--- src/design/i2cms_pkg.sv ---
// Shared types and constants for the I2C master byte sequencer.
package i2cms_pkg;

  // Command codes carried with each input item.
  localparam logic [2:0] CMD_NONE  = 3'd0;
  localparam logic [2:0] CMD_START = 3'd1;
  localparam logic [2:0] CMD_STOP  = 3'd2;
  localparam logic [2:0] CMD_WRITE = 3'd3;
  localparam logic [2:0] CMD_READ  = 3'd4;
  localparam logic [2:0] CMD_WACK  = 3'd5;

  // Configuration register indexes.
  localparam logic CFG_HALF_PERIOD = 1'b0;
  localparam logic CFG_ACK_TIMEOUT = 1'b1;

  // Reset values of the configuration registers.
  localparam logic [15:0] HALF_PERIOD_RST = 16'd2;
  localparam logic [7:0]  ACK_TIMEOUT_RST = 8'd250;

  // Bus sequence phases, one-hot.
  typedef enum logic [13:0] {
    PH_IDLE = 14'b00000000000001,
    PH_ST1  = 14'b00000000000010,
    PH_ST2  = 14'b00000000000100,
    PH_SP1  = 14'b00000000001000,
    PH_SP2  = 14'b00000000010000,
    PH_WA1  = 14'b00000000100000,
    PH_WA2  = 14'b00000001000000,
    PH_POLL = 14'b00000010000000,
    PH_WB_H = 14'b00000100000000,
    PH_WB_L = 14'b00001000000000,
    PH_RB_L = 14'b00010000000000,
    PH_RB_H = 14'b00100000000000,
    PH_AK_L = 14'b01000000000000,
    PH_AK_H = 14'b10000000000000
  } phase_e;

  // One input item: a tick with an optional command and the SDA sample.
  typedef struct packed {
    logic [2:0] command;
    logic [7:0] tx_byte;
    logic       send_ack;
    logic       sda_in;
  } item_t;

  // One result item: bus levels and status after the tick.
  typedef struct packed {
    logic       ack_error;
    logic [7:0] rx_byte;
    logic       done_res;
    logic       busy_res;
    logic       sda_release;
    logic       scl;
  } result_t;

endpackage

--- src/design/i2cms_core.sv ---
// Bus sequencer state and its per-tick next-state logic.
module i2cms_core #(
  parameter int DELAY_COUNT_BITS = 16
) (
  input  logic                clk_i,
  input  logic                rst_ni,
  input  logic                adv_i,
  input  i2cms_pkg::item_t    item_i,
  input  logic [15:0]         half_period_i,
  input  logic [7:0]          ack_timeout_i,
  output i2cms_pkg::result_t  res_o
);

  localparam int CmpW = (DELAY_COUNT_BITS > 16) ? DELAY_COUNT_BITS : 16;
  localparam logic [CmpW-1:0] DlyMax = CmpW'((65'd1 << DELAY_COUNT_BITS) - 65'd1);
  localparam logic [DELAY_COUNT_BITS-1:0] DlyOne = DELAY_COUNT_BITS'(1);

  i2cms_pkg::phase_e             phase_q, phase_d;
  logic [DELAY_COUNT_BITS-1:0]   delay_q, delay_d;
  logic [3:0]                    bit_q, bit_d;
  logic [7:0]                    shift_q, shift_d;
  logic [8:0]                    poll_q, poll_d;
  logic                          scl_q, scl_d;
  logic                          sda_q, sda_d;
  logic                          ack_q, ack_d;
  logic [7:0]                    rx_q, rx_d;
  logic                          err_q, err_d;
  logic                          done;

  logic [CmpW-1:0]               hp_ext;
  logic [DELAY_COUNT_BITS-1:0]   dly_load;
  logic [8:0]                    poll_inc;
  logic                          poll_over;

  // Step length, saturated to the counter width.
  assign hp_ext   = CmpW'(half_period_i);
  assign dly_load = (hp_ext > DlyMax) ? DELAY_COUNT_BITS'(DlyMax)
                                      : DELAY_COUNT_BITS'(hp_ext);

  // The first poll of a wait-ack counts from zero.
  assign poll_inc  = ((phase_q == i2cms_pkg::PH_POLL) ? poll_q : 9'd0) + 9'd1;
  assign poll_over = poll_inc > {1'b0, ack_timeout_i};

  // Next state for one tick.
  always_comb begin
    phase_d = phase_q;
    delay_d = delay_q;
    bit_d   = bit_q;
    shift_d = shift_q;
    poll_d  = poll_q;
    scl_d   = scl_q;
    sda_d   = sda_q;
    ack_d   = ack_q;
    rx_d    = rx_q;
    err_d   = err_q;
    done    = 1'b0;
    if (phase_q == i2cms_pkg::PH_IDLE) begin
      case (item_i.command)
        i2cms_pkg::CMD_START: begin
          phase_d = i2cms_pkg::PH_ST1; scl_d = 1'b1; sda_d = 1'b1; delay_d = dly_load;
        end
        i2cms_pkg::CMD_STOP: begin
          phase_d = i2cms_pkg::PH_SP1; scl_d = 1'b0; sda_d = 1'b0; delay_d = dly_load;
        end
        i2cms_pkg::CMD_WRITE: begin
          bit_d   = 4'd0;
          shift_d = {item_i.tx_byte[6:0], 1'b0};
          phase_d = i2cms_pkg::PH_WB_H; scl_d = 1'b1; sda_d = item_i.tx_byte[7];
          delay_d = dly_load;
        end
        i2cms_pkg::CMD_READ: begin
          ack_d   = item_i.send_ack;
          shift_d = 8'd0;
          bit_d   = 4'd0;
          phase_d = i2cms_pkg::PH_RB_L; scl_d = 1'b0; sda_d = 1'b1; delay_d = dly_load;
        end
        i2cms_pkg::CMD_WACK: begin
          phase_d = i2cms_pkg::PH_WA1; sda_d = 1'b1; delay_d = dly_load;
        end
        default: ;
      endcase
    end else if (phase_q == i2cms_pkg::PH_POLL || (phase_q == i2cms_pkg::PH_WA2 &&
                 delay_q <= DlyOne)) begin
      // Acknowledge poll: low SDA finishes, too many high polls start a stop.
      phase_d = i2cms_pkg::PH_POLL;
      if (!item_i.sda_in) begin
        scl_d   = 1'b0;
        err_d   = 1'b0;
        phase_d = i2cms_pkg::PH_IDLE;
        done    = 1'b1;
        poll_d  = (phase_q == i2cms_pkg::PH_POLL) ? poll_q : 9'd0;
      end else begin
        poll_d = poll_inc;
        if (poll_over) begin
          err_d   = 1'b1;
          phase_d = i2cms_pkg::PH_SP1; scl_d = 1'b0; sda_d = 1'b0; delay_d = dly_load;
        end
      end
    end else if (delay_q > DlyOne) begin
      delay_d = delay_q - DlyOne;
    end else begin
      case (phase_q)
        i2cms_pkg::PH_ST1: begin
          phase_d = i2cms_pkg::PH_ST2; scl_d = 1'b1; sda_d = 1'b0; delay_d = dly_load;
        end
        i2cms_pkg::PH_ST2: begin
          scl_d = 1'b0; phase_d = i2cms_pkg::PH_IDLE; done = 1'b1;
        end
        i2cms_pkg::PH_SP1: begin
          phase_d = i2cms_pkg::PH_SP2; scl_d = 1'b1; sda_d = 1'b1; delay_d = dly_load;
        end
        i2cms_pkg::PH_SP2: begin
          phase_d = i2cms_pkg::PH_IDLE; done = 1'b1;
        end
        i2cms_pkg::PH_WA1: begin
          phase_d = i2cms_pkg::PH_WA2; scl_d = 1'b1; sda_d = 1'b1; delay_d = dly_load;
        end
        i2cms_pkg::PH_WB_H: begin
          bit_d   = bit_q + 4'd1;
          phase_d = i2cms_pkg::PH_WB_L; scl_d = 1'b0; delay_d = dly_load;
        end
        i2cms_pkg::PH_WB_L: begin
          if (bit_q >= 4'd8) begin
            phase_d = i2cms_pkg::PH_IDLE; done = 1'b1;
          end else begin
            shift_d = {shift_q[6:0], 1'b0};
            phase_d = i2cms_pkg::PH_WB_H; scl_d = 1'b1; sda_d = shift_q[7];
            delay_d = dly_load;
          end
        end
        i2cms_pkg::PH_RB_L: begin
          shift_d = {shift_q[6:0], item_i.sda_in};
          bit_d   = bit_q + 4'd1;
          phase_d = i2cms_pkg::PH_RB_H; scl_d = 1'b1; sda_d = 1'b1; delay_d = dly_load;
        end
        i2cms_pkg::PH_RB_H: begin
          if (bit_q >= 4'd8) begin
            phase_d = i2cms_pkg::PH_AK_L; scl_d = 1'b0; sda_d = ~ack_q;
          end else begin
            phase_d = i2cms_pkg::PH_RB_L; scl_d = 1'b0; sda_d = 1'b1;
          end
          delay_d = dly_load;
        end
        i2cms_pkg::PH_AK_L: begin
          phase_d = i2cms_pkg::PH_AK_H; scl_d = 1'b1; delay_d = dly_load;
        end
        i2cms_pkg::PH_AK_H: begin
          scl_d = 1'b0; rx_d = shift_q; phase_d = i2cms_pkg::PH_IDLE; done = 1'b1;
        end
        default: phase_d = i2cms_pkg::PH_IDLE;
      endcase
    end
  end

  // State registers advance once per item.
  always_ff @(posedge clk_i or negedge rst_ni) begin
    if (!rst_ni) begin
      phase_q <= i2cms_pkg::PH_IDLE;
      delay_q <= '0;
      bit_q   <= '0;
      shift_q <= '0;
      poll_q  <= '0;
      scl_q   <= 1'b1;
      sda_q   <= 1'b1;
      ack_q   <= 1'b0;
      rx_q    <= '0;
      err_q   <= 1'b0;
    end else if (adv_i) begin
      phase_q <= phase_d;
      delay_q <= delay_d;
      bit_q   <= bit_d;
      shift_q <= shift_d;
      poll_q  <= poll_d;
      scl_q   <= scl_d;
      sda_q   <= sda_d;
      ack_q   <= ack_d;
      rx_q    <= rx_d;
      err_q   <= err_d;
    end
  end

  // Result reflects the levels after this tick's update.
  always_comb begin
    res_o.scl         = scl_d;
    res_o.sda_release = sda_d;
    res_o.busy_res    = (phase_d != i2cms_pkg::PH_IDLE);
    res_o.done_res    = done;
    res_o.rx_byte     = rx_d;
    res_o.ack_error   = err_d;
  end

endmodule

--- src/design/i2c_master_byte_sequencer_unit.sv ---
// Each accepted item is held in the input register, which feeds the sequencer
// state update and the result register; the result is registered when the item
// advances. Throughput: one item per cycle while the result side is not stalled.
// While a result waits, the input side takes at most one more item and then stalls.
// Reset (rst_ni low, asynchronous) empties both registers, idles the bus
// sequencer with SCL and SDA released and loads the configuration defaults.
module i2c_master_byte_sequencer_unit #(
  parameter int DELAY_COUNT_BITS = 16
) (
  input  logic        clk_i,
  input  logic        rst_ni,
  // Configuration write port.
  input  logic        cfg_we_i,
  input  logic        cfg_addr_i,
  input  logic [15:0] cfg_wdata_i,
  // Input stream.
  input  logic        s_axis_tvalid_i,
  output logic        s_axis_tready_o,
  input  logic [15:0] s_axis_tdata_i,  // tx_byte[7:0], send_ack[8], sda_in[9], zeros
  input  logic [2:0]  s_axis_tuser_i,  // command[2:0]
  // Result stream.
  output logic        m_axis_tvalid_o,
  input  logic        m_axis_tready_i,
  // scl[0], sda_release[1], busy_res[2], done_res[3], rx_byte[11:4], ack_error[12]
  output logic [15:0] m_axis_tdata_o
);

  logic [15:0]         half_period_q;
  logic [7:0]          ack_timeout_q;
  logic                in_valid_q;
  i2cms_pkg::item_t    in_item_q;
  logic                out_valid_q;
  i2cms_pkg::result_t  out_res_q;
  i2cms_pkg::result_t  res;
  logic                adv;

  // Configuration registers.
  always_ff @(posedge clk_i or negedge rst_ni) begin
    if (!rst_ni) begin
      half_period_q <= i2cms_pkg::HALF_PERIOD_RST;
      ack_timeout_q <= i2cms_pkg::ACK_TIMEOUT_RST;
    end else if (cfg_we_i) begin
      case (cfg_addr_i)
        i2cms_pkg::CFG_HALF_PERIOD: half_period_q <= cfg_wdata_i;
        i2cms_pkg::CFG_ACK_TIMEOUT: ack_timeout_q <= cfg_wdata_i[7:0];
        default: ;
      endcase
    end
  end

  // An item moves on when the result register is free or being drained.
  assign adv             = in_valid_q && (!out_valid_q || m_axis_tready_i);
  assign s_axis_tready_o = !in_valid_q || adv;

  // Input register.
  always_ff @(posedge clk_i or negedge rst_ni) begin
    if (!rst_ni) begin
      in_valid_q <= 1'b0;
    end else if (s_axis_tready_o) begin
      in_valid_q <= s_axis_tvalid_i;
    end
  end

  always_ff @(posedge clk_i) begin
    if (s_axis_tready_o && s_axis_tvalid_i) begin
      in_item_q.command  <= s_axis_tuser_i;
      in_item_q.tx_byte  <= s_axis_tdata_i[7:0];
      in_item_q.send_ack <= s_axis_tdata_i[8];
      in_item_q.sda_in   <= s_axis_tdata_i[9];
    end
  end

  i2cms_core #(
    .DELAY_COUNT_BITS(DELAY_COUNT_BITS)
  ) u_core (
    .clk_i         (clk_i),
    .rst_ni        (rst_ni),
    .adv_i         (adv),
    .item_i        (in_item_q),
    .half_period_i (half_period_q),
    .ack_timeout_i (ack_timeout_q),
    .res_o         (res)
  );

  // Result register.
  always_ff @(posedge clk_i or negedge rst_ni) begin
    if (!rst_ni) begin
      out_valid_q <= 1'b0;
    end else if (adv) begin
      out_valid_q <= 1'b1;
    end else if (m_axis_tready_i) begin
      out_valid_q <= 1'b0;
    end
  end

  always_ff @(posedge clk_i) begin
    if (adv) begin
      out_res_q <= res;
    end
  end

  assign m_axis_tvalid_o = out_valid_q;
  assign m_axis_tdata_o  = {3'b000, out_res_q};

endmodule

--- config.mk ---
export PLATFORM = sky130hd
export DESIGN_NAME = i2c_master_byte_sequencer_unit
export DESIGN_NICKNAME = d
export VERILOG_FILES = /design/src/design/i2cms_pkg.sv /design/src/design/i2cms_core.sv /design/src/design/i2c_master_byte_sequencer_unit.sv
export SDC_FILE = /design/constraint.sdc
export NUM_CORES = 1
export LEC_CHECK = 0
export BUFFER_PORTS_ARGS = -buffer_cell sky130_fd_sc_hd__buf_2
export CORE_UTILIZATION = 35
export DETAILED_ROUTE_END_ITERATION = 6
export SYNTH_ARGS = -nofsm -noshare
export SYNTH_HDL_FRONTEND = slang
export SYNTH_SLANG_ARGS = --single-unit
--- constraint.sdc ---
create_clock -name clk_i -period 5.76 [get_ports clk_i]
set_input_delay 0.288 -clock clk_i [delete_from_list [all_inputs] [get_ports clk_i]]
set_output_delay 0.288 -clock clk_i [all_outputs]
set_load 0.005 [all_outputs]
[After elaboration in Yosys (flattened, before gate mapping)]
Index checks and enable logic that the tools add are counted.
Operators by class
  add/subtract/negate cells: 3
  order comparisons: 5
  eq/ne operators: 29
  multipliers: 0
  mux-type cells: 63
  bitwise operators: 3
  reduce and logical (&&, ||, !) cells: 30
  shift operators: 0
  divide/modulo/power cells: 0
Operator list (number)
  16-bit 2-to-1 mux: 8
  14-bit one-hot mux with 8 select lines: 1
  8-bit 2-to-1 mux: 9
  14-bit one-hot mux with 5 select lines: 1
  14-bit 2-to-1 mux: 4
  16-bit one-hot mux with 2 select lines: 1
  8-bit one-hot mux with 2 select lines: 2
  9-bit 2-to-1 mux: 3
  1-bit 2-to-1 mux: 23
  4-bit 2-to-1 mux: 5
  16-bit by 1-bit greater-than comparator with 1-bit output (second input constant): 1
  16-bit greater-than comparator (second input constant): 1
  16-bit by 1-bit <= comparator with 1-bit output (second input constant): 1
  16-bit by 1-bit subtractor with 16-bit output (second input constant): 1
  14-bit by 1-bit == test with 1-bit output (second input constant): 1
  14-bit by 10-bit == test with 1-bit output (second input constant): 1
  14-bit by 11-bit == test with 1-bit output (second input constant): 1
  14-bit by 12-bit == test with 1-bit output (second input constant): 1
  14-bit by 13-bit == test with 1-bit output (second input constant): 1
  14-bit == test (second input constant): 1
  14-bit by 2-bit == test with 1-bit output (second input constant): 1
  14-bit by 3-bit == test with 1-bit output (second input constant): 1
  14-bit by 4-bit == test with 1-bit output (second input constant): 1
  14-bit by 5-bit == test with 1-bit output (second input constant): 1
  other kinds (38): 62
Storage, ports and cells
  memories: 0
  ROM bits: 0
  output and inout port bits: 18
  bits in writable memories: 0
  register bits: 115
  latch bits: 0

[Depth between registers and ports, before layout]
Gate-level depths: netlist of run 1.
  depth in word-level cells: 9
  depth in mapped cells: 18
  gate-level depth less buffers: 16

[By module]
From an unflattened synthesis of run 1, not the netlist that was laid out.
Unflattened totals
  cell total of the unflattened synthesis: 660
  area, all modules: 6667.6 um^2
By module, submodules not included
  i2cms_core: sequential area each 1580.3 um^2, area an instance 4818.4 um^2, cells an instance 570, instances 1
  i2c_master_byte_sequencer_unit: sequential area each 1440.1 um^2, area an instance 1849.3 um^2, cells an instance 90, instances 1

[Least setup slack after synthesis of run 1]
OpenSTA, ideal clock, no wires.
  path type: reg2reg
  start point: reg u_core.phase_q[2]
  end point: reg u_core.delay_q[13]
  required time: 5.634 ns
  slack: 1.533 ns
  clock period less this slack: 4.227 ns
  arrival time: 4.101 ns
  cell stages (with the launch flop): 19
  library setup time: 0.126 ns
  cells stage by stage: dfrtp_1 clkbuf_1 or4_1 nor4_4 and3_1 ha_1 nand3_1 nor2_1 xnor2_1 nor2_1 ha_1 and3_1 and3_1 a211oi_1 o21ai_0 a221oi_4 buf_4 nand2_1 o2bb2ai_1
Between the ends
  cells in the longest elaborated chain, start to end: 6
  elaborated cells between the ends (all ways): 27
RTL lines
  start: declaration: line i2cms_core.sv:18  | i2cms_pkg::phase_e phase_q, phase_d;
  start signal: assignment: line i2cms_core.sv:158  | phase_q <= i2cms_pkg::PH_IDLE;
  start signal: assignment: line i2cms_core.sv:169  | phase_q <= phase_d;
  14-bit by 8-bit == test with 1-bit output, or another cell as far along: line i2cms_core.sv:41, i2cms_core.sv:82
  9-bit 2-to-1 mux or 7-bit OR reduction (tied branches)
  9-bit by 1-bit adder with 9-bit output or 16-bit one-hot mux with 2 select lines (tied branches): line i2cms_core.sv:41, i2cms_core.sv:102
  9-bit by 8-bit greater-than comparator with 1-bit output or 16-bit 2-to-1 mux (tied branches): line i2cms_core.sv:42, i2cms_core.sv:99
  3-bit by 1-bit != test with 1-bit output (no source line) or 16-bit 2-to-1 mux (tied branches)
  6-bit AND reduction (no source line) or 16-bit 2-to-1 mux (tied branches)
  end signal: assignment: line i2cms_core.sv:170  | delay_q <= delay_d;
  end: declaration: line i2cms_core.sv:19  | logic [DELAY_COUNT_BITS-1:0] delay_q, delay_d;
Several ways; a longest one is shown, not always the timed one.
A chain may end at the register's enable or synchronous reset.

[Worst setup path in the final report of run 1]
  start point: reg u_core.phase_q[8]
  end point: reg u_core.delay_q[6]
Same word-level chain as after synthesis.

==> key figures, run 1 <==
Floorplan
  – # IOs: 59
  – Die area: 0.0188 sq mm
  – CORE AREA: 0.0179 sq mm
  – Site Rows: 49
  – Initial core utilization: 0.356
  – Die Wd: 137 microns
  – Die Y: 137 microns

Clock tree
  – CTS tree: done
  – Setup bufs post-CTS: 0
  – Max H-tree Level: 4
  – Insertion delay to the later sink of the worst-skew pair: 0.42 ns
  – Total CTS buffers: 17
  – Clock transition at path regs: 0.06 ns
  – Sink Count: 115
  – CTS root buf: clkbuf_16
  – Clk buf depth: 2

Timing
  – Fin Setup TNS: 0 ns
  – Setup violators final: 0
  – Minimum hold slack: 0.0387 ns
  – Worst Skew: 0.00684 ns
  – Max-slew headroom: 0.212
  – Worst-Margin Slew: 1.17 ns
  – Final hold vios: 0
  – Fmax: 188 MHz
  – Final Critical Period: 5.32 ns
  – Max Slew Vio Count: 0
  – Fin crit share: 0.923
  – RSZ-0062 raised after global routing: no

Critical path
  – Crit path top cell by count: and3_1
  – WS Path Type: flip-flop to flip-flop
  – Element type at the critical path start: flip-flop
  – R2r setup slk: 0.44 ns
  – Reg2reg end: u_core.delay_q[6]
  – Cell Chain, Critical Path: or4_1 -> nor4_4 -> and3_1 -> ha_1 -> nand3_1 -> nor2_1 -> xnor2_1 -> nor2_1 -> ha_1 -> and3_1 -> and3_1 -> a211oi_1 -> o21ai_0 -> a221oi_4 -> buf_4 -> a21oi_1 -> a21oi_1
  – Crit path max fanout: 13
  – Slowest CP cell: or4_1
  – Crit-path max cell delay: 0.68 ns
  – WP data arrival: 5.66 ns
  – R2R depth: 17
  – R2R Path Start: u_core.phase_q[8]
  – Worst path required time: 6.10 ns
  – CP endpoint kind: flip-flop

Synth
  – Number of synthesized flops with an enable pin: 26
  – Synth Area in Compound Gates: 0.155
  – Number of synthesized register bits: 115
  – Post-synthesis simple-gate area fraction: 0.218
  – Post-Syn Area: 0.00638 sq mm
  – Post-synthesis mux area share: 0.0757
  – Distinct cells, synth: 72
  – Adder-Cell Fraction of Synth Area: 0.0255
  – Async SR Flop Fraction: 0.774
  – Synth Area in XOR/XNOR: 0.0137
  – Main combinational cell family by area after synthesis: simple AND/OR/NAND/NOR gates
  – Seq/Total Area, Yosys: 0.473
  – Synth Warn #: 0
  – Mean cell area of the mapped netlist: 9.80 sq um
  – Syn Inst Count: 651
  – Top FF cell, synth: dfrtp_1

Pwr
  – Maximum VDD drop: 0.000266 V
  – Leakage dissipation: 0.00313 uW
  – Power Dens Cells: 405 mW/mm^2

Final layout
  – FF/Latch Area: 0.00302 sq mm
  – N_diodes: 0
  – Multi-input gate area: 0.00313 sq mm
  – Layout cells sized above 1: 0.232
  – Final Core Density: 0.414
  – NumNets Final: 748
  – Area added between synthesis and finish: 16.0%
  – Fillers: 1762

Drt
  – Routed WL per cell: 17.2 microns
  – Via count: 5275
  – Final WL: 16100 microns
  – Number of vias per cell: 5.64
  – # DRC: 0
  – Pre-Repair DR Iteration Count: 5
  – ANT nets after route: 0
  – DRT iter0 DRCs: 328

GRT
  – Vias in the first global route: 5192
  – Met3 Track Usage GR: 0.0363
  – Largest net degree at the start of global routing: 69
  – Met2 Usage GRT: 0.314
  – Gr usage total: 0.185
  – Initial antenna violation count: 0
  – Global-route wire length before repair: 26600 microns
  – GR peak layer: met2
  – GR Overflow Total: 0
  – GR Layer Usage met1: 0.228

Placed design
  – IO Port Bufs: 49
  – Final GP Congestion: 0.900
  – Placed wire-length estimate: 11400 microns

Hold path
  – Min-Delay Path Class: input port to flip-flop
  – WHS Endpoint: in_item_q[5]
  – Min-delay src: s_axis_tdata_i[3]
  – Hold depth: 1

Flow run
  – Max_cap viols: 0

Status
  – Status: finished clean
worst max path at each step:
stage	from	endpoint	slack, ns	cells past startpoint
floorplan	u_core.phase_q[2]	u_core.delay_q[13]	1.53	18
global placement	u_core.phase_q[8]	u_core.delay_q[7]	0.59	17
detailed placement	u_core.phase_q[8]	u_core.delay_q[6]	0.46	17
CTS	u_core.phase_q[8]	u_core.delay_q[6]	0.45	17
global route	u_core.phase_q[8]	u_core.delay_q[6]	0.04	17
finish	u_core.phase_q[8]	u_core.delay_q[6]	0.44	17
what timing repair did:
item / CTS / global route
hold endpoints to repair: 21 / 0
resized for setup: 0 / 0
hold buffers: 1 / 0
cells in the final DEF (no fill, tap or decap), types with 4 or more instances in the layout:
cell,instances
a21oi_1,44
a22o_1,7
a31o_2,4
and2_1,4
and3_1,14
buf_2,48
buf_4,9
clkbuf_16,17
clkinv_2,5
dfrtp_1,79
dfstp_2,10
edfxtp_1,26
ha_1,13
inv_1,21
mux2_2,42
nand2_1,66
nand2b_1,13
nand3_1,21
nand4_1,12
nor2_1,48
nor3_1,16
nor4_1,13
nor4_2,4
nor4b_1,5
o211ai_1,4
o21a_1,4
o21ai_0,47
o21ai_1,4
o22ai_1,5
o2bb2ai_1,7
or2_2,4
or3_1,8
or4_1,7
xnor2_1,7
final cells by class:
class / instances / area share
multi-input combinational: 481 / 0.423
sequential: 115 / 0.408
clock buffer: 18 / 0.0580
timing repair buffer: 58 / 0.0429
tap: 229 / 0.0387
clock inverter: 14 / 0.0188
inverter: 21 / 0.0106
state kept, by name (all words and copies together), names as in the netlist:
name	count
in_valid_q	1
u_core.poll_q	9
half_period_q	16
u_core.phase_q	14
ack_timeout_q	8
u_core.ack_q	1
u_core.delay_q	16
u_core.rx_q	8
m_axis_tvalid_o	1
u_core.bit_q	4
u_core.err_q	1
in_item_q	13
u_core.sda_q	1
m_axis_tdata_o	13
u_core.shift_q	8
u_core.scl_q	1
synth_stat cells (all sizes together), types with 4 or more instances:
master | number | area [sq um]
a31o | 4 | 35.0
o211ai | 4 | 30.0
nor2 | 49 | 200
clkbuf | 26 | 97.6
or3 | 8 | 50.1
xnor2 | 7 | 61.3
o22ai | 5 | 31.3
nand4 | 13 | 87.6
nand2b | 13 | 81.3
dfstp | 10 | 263
nor4 | 19 | 174
o21a | 4 | 30.0
a22o | 7 | 61.3
or2 | 5 | 33.8
edfxtp | 26 | 781
o21ai | 51 | 255
and2 | 5 | 31.3
dfrtp | 79 | 1980
nor4b | 5 | 43.8
inv | 21 | 78.8
or4 | 8 | 63.8
a21oi | 44 | 220
mux2 | 42 | 473
buf | 10 | 65.1
and3 | 15 | 98.8
ha | 13 | 163
nand3 | 21 | 105
nand2 | 68 | 260
o2bb2ai | 7 | 61.3
nor3 | 18 | 95.1
power by group:
| group | switching [uW] | internal, uW | total (uW) |
|---|---|---|---|
| logic | 536 | 330 | 866 |
| clock network | 386 | 632 | 1020 |
| registers | 144 | 972 | 1120 |
logic make-up after synthesis:
| logic type | after synthesis |
|---|---|
| adder cells (fa/ha/maj) | 13 |
| XOR/XNOR | 10 |
| flip-flops | 115 |
| AND/OR/NAND/NOR | 256 |
| multiplexers | 43 |
| AO/OA/AOI/OAI | 156 |
| buffers and inverters | 57 |
| other | 1 |
worst max-delay path: cells and delay by family (launching register included):
family,cells,cell delay (ns)
and+or+nand+nor,8,2.24
DFF,1,0.51
xor gates and xnor gates,1,0.13
buffers and inverters,1,0.29
adders and majority gates,2,0.52
AOI/OAI and AO/OA,5,1.55
per-layer routing:
layer	share of wire	up-vias
met3	0.049	30
li1	-	2487
met5	0	-
met2	0.49	169
met1	0.43	2589
met4	0.023	0
stage by stage:
step / setup slack [ns] / total power (uW) / instances / area, sq um
final: 0.445 / 3000 / 936 / 7400
after detailed placement: 0.464 / 1980 / 903 / 6830
after global routing: 0.0379 / 3160 / 936 / 7400
after global placement: 0.589 / 1970 / 903 / 6830
after floorplan: 1.53 / 1730 / 653 / 6390
after CTS: 0.449 / 3000 / 936 / 7400
Power figures use the tool's default switching activity.
==> run 2: changes to the inputs <==
--- a/config.mk
+++ b/config.mk
@@ -6,7 +6,7 @@
 export NUM_CORES = 1
 export LEC_CHECK = 0
 export BUFFER_PORTS_ARGS = -buffer_cell sky130_fd_sc_hd__buf_2
-export CORE_UTILIZATION = 35
+export CORE_UTILIZATION = 38
 export DETAILED_ROUTE_END_ITERATION = 6
 export SYNTH_ARGS = -nofsm -noshare
 export SYNTH_HDL_FRONTEND = slang
==> run 2 against run 1 <==
  * Via count fell by 0.23%
  * Count of clock-buffer cells in the layout did not move
  * Highest routed layer unchanged
  * First-iteration DRC count rose by 3.0%
  * Critical path depth did not move
  * Global-route usage rose by 1.1 points
  * Power rose by 0.63%
==> key figures, run 2 (synthesized netlist as in run 1, its figures left out) <==
Final layout
  – Commonest non-fill, non-tap cell in the layout: dfrtp_1
  – NumNets Final: 753 (+0.67%)
  – Fillers: 1604 (-9.0%)
  – Area added between synthesis and finish: 16.5%
  – Most frequent cells in the layout: dfrtp_1 (79), nand2_1 (66), nor2_1 (48), buf_2 (48), o21ai_0 (47)
  – Layout cells sized above 1: 0.235 (+0.00258)
  – Top flop regs: half_period_q: 16 flops, u_core.delay_q: 16 flops, u_core.phase_q: 14 flops
  – N_diodes: 0 (unchanged)

Clock tree
  – Setup bufs post-CTS: 0 (unchanged)
  – Total CTS buffers: 17 (unchanged)
  – CTS tree: done
  – Clk buf depth: 2 (unchanged)
  – Sink Count: 115 (unchanged)
  – Clock transition at path regs: 0.06 ns (about the same)
  – Max H-tree Level: 4 (unchanged)
  – CTS root buf: clkbuf_16
  – Insertion delay to the later sink of the worst-skew pair: 0.42 ns (about the same)

Drt
  – Pre-Repair DR Iteration Count: 6 (+1)
  – DRT iter0 DRCs: 338 (+3.0%)
  – Via count: 5263 (-0.23%)
  – Number of vias per cell: 5.65 (+0.20%)
  – Routed WL per cell: 17.1 microns (-0.86%)
  – Final WL: 15900 microns (-1.3%)
  – ANT nets after route: 0 (unchanged)
  – # DRC: 0 (unchanged)

Timing
  – Minimum hold slack: 0.0398 ns (+0.00110 ns)
  – Fin Setup TNS: 0 ns (unchanged)
  – Max-slew headroom: 0.297 (+0.0855)
  – Worst-Margin Slew: 1.05 ns (-0.122 ns)
  – Fin crit share: 0.917 (-0.00603)
  – Worst Skew: 0.0142 ns (+0.00734 ns)
  – Final Critical Period: 5.28 ns (-0.0347 ns)
  – Final hold vios: 0 (unchanged)
  – Max Slew Vio Count: 0 (unchanged)
  – RSZ-0062 raised after global routing: no
  – Setup violators final: 0 (unchanged)
  – Fmax: 189 MHz (+0.66%)

Critical path
  – WP data arrival: 5.63 ns (-0.03 ns)
  – Worst path required time: 6.11 ns (about the same)
  – CP endpoint kind: flip-flop
  – WS Path Type: flip-flop to flip-flop
  – Crit path max fanout: 16 (+3)
  – Element type at the critical path start: flip-flop

Floorplan
  – Site Rows: 47 (-4.1%)
  – Die area: 0.0173 sq mm (-7.8%)
  – # IOs: 59 (unchanged)
  – Initial core utilization: 0.388 (+0.0311)
  – Die Y: 132 microns (-4.0%)
  – Die Wd: 132 microns (-4.0%)
  – CORE AREA: 0.0165 sq mm (-8.0%)

GRT
  – Initial antenna violation count: 0 (unchanged)
  – Largest net degree at the start of global routing: 76 (+10%)
  – GR Overflow Total: 0 (unchanged)
  – Vias in the first global route: 5245 (+1.0%)
  – Gr usage total: 0.196 (+0.0109)
  – Global-route wire length before repair: 26600 microns (+0.11%)

Placed design
  – IO Port Bufs: 49 (unchanged)
  – Final GP Congestion: 0.877 (-2.6%)
  – Placed wire-length estimate: 11300 microns (-0.29%)

Pwr
  – Maximum VDD drop: 0.000249 V (-6.3%)
  – Power Dens Cells: 406 mW/mm^2 (+0.26%)
  – Leakage dissipation: 0.00314 uW (+0.26%)

Flow run
  – Max_cap viols: 0 (unchanged)

Hold path
  – Min-Delay Path Class: input port to flip-flop

Status
  – Status: finished clean
-- run 2: cell count changes in the layout (fill, tap and decap cells not counted), sizes merged --
cell and delta:
buf +5, clkinv -2, inv -1, clkinvlp +3
-- run 2: layout make-up --
type	instances	area, sq um	share of cell area
Inverter	21	78.8	0.0106
Multi-Input combinational cell	481	3130	0.421
Tap cell	220	275	0.0370
Clock inverter	14	140	0.0189
Sequential cell	115	3020	0.406
Timing Repair Buffer	63	355	0.0478
Clock buffer	18	429	0.0578
-- run 2: worst paths after layout --
check	start	cells after the start	slack (ns)	to
worst min register to register	u_core.delay_q[14]	1	0.50	u_core.delay_q[14]
worst min-delay path	s_axis_tdata_i[2]	1	0.04	in_item_q[4]
max in group asynchronous	rst_ni	3	4.25	u_core.delay_q[8]
min in group asynchronous	rst_ni	2	0.27	u_core.shift_q[5]
worst max register to register	u_core.phase_q[8]	17	0.48	u_core.delay_q[6]
worst max-delay path	u_core.phase_q[8]	17	0.48	u_core.delay_q[6]
-- run 2: per-layer routing --
layer	track usage	vias up	wire (microns)
met5	0	-	0
li1	-	2494	-
met2	0.324	139	7820
met4	0.0788	0	323
met1	0.242	2601	7070
met3	0.0509	29	700
-- run 2: worst max-delay path, cell delays in order (launching register included) --
cell and delay, ns:
dfrtp_1 0.50, or4_1 0.67, nor4_4 0.44, and3_1 0.31, ha_1 0.21, nand3_1 0.21, nor2_1 0.18, xnor2_1 0.13
nor2_1 0.08, ha_1 0.30, and3_1 0.19, and3_1 0.17, a211oi_1 0.36, o21ai_0 0.29, a221oi_4 0.65, buf_4 0.29
a21oi_1 0.08, a21oi_1 0.14
-- run 2: repair_timing --
item | 4_1_cts | 5_1_grt
endpoints found under the hold margin | 14 | 0
hold buffers | 1 | 0
setup endpoints to repair | 0 | 0
gates resized for setup | 0 | 0
-- run 2: report_power, final --
part           internal, uW  switching [uW]  total [uW]
Clock                   630             383        1010
Sequential              973             131        1100
Combinational           341             560         901
Total                  1940            1070        3020
-- run 2: through the flow --
stage	utilization	setup WS, ns	power [uW]	cell area [sq um]	std cells
6_report	0.451	0.479	3020	7430	932
3_3_place_gp	0.416	0.656	1980	6850	899
5_1_grt	0.451	0.128	3190	7430	932
2_1_floorplan	-	1.53	1730	6390	653
4_1_cts	0.451	0.522	3030	7430	932
3_5_place_dp	0.416	0.557	2000	6850	899
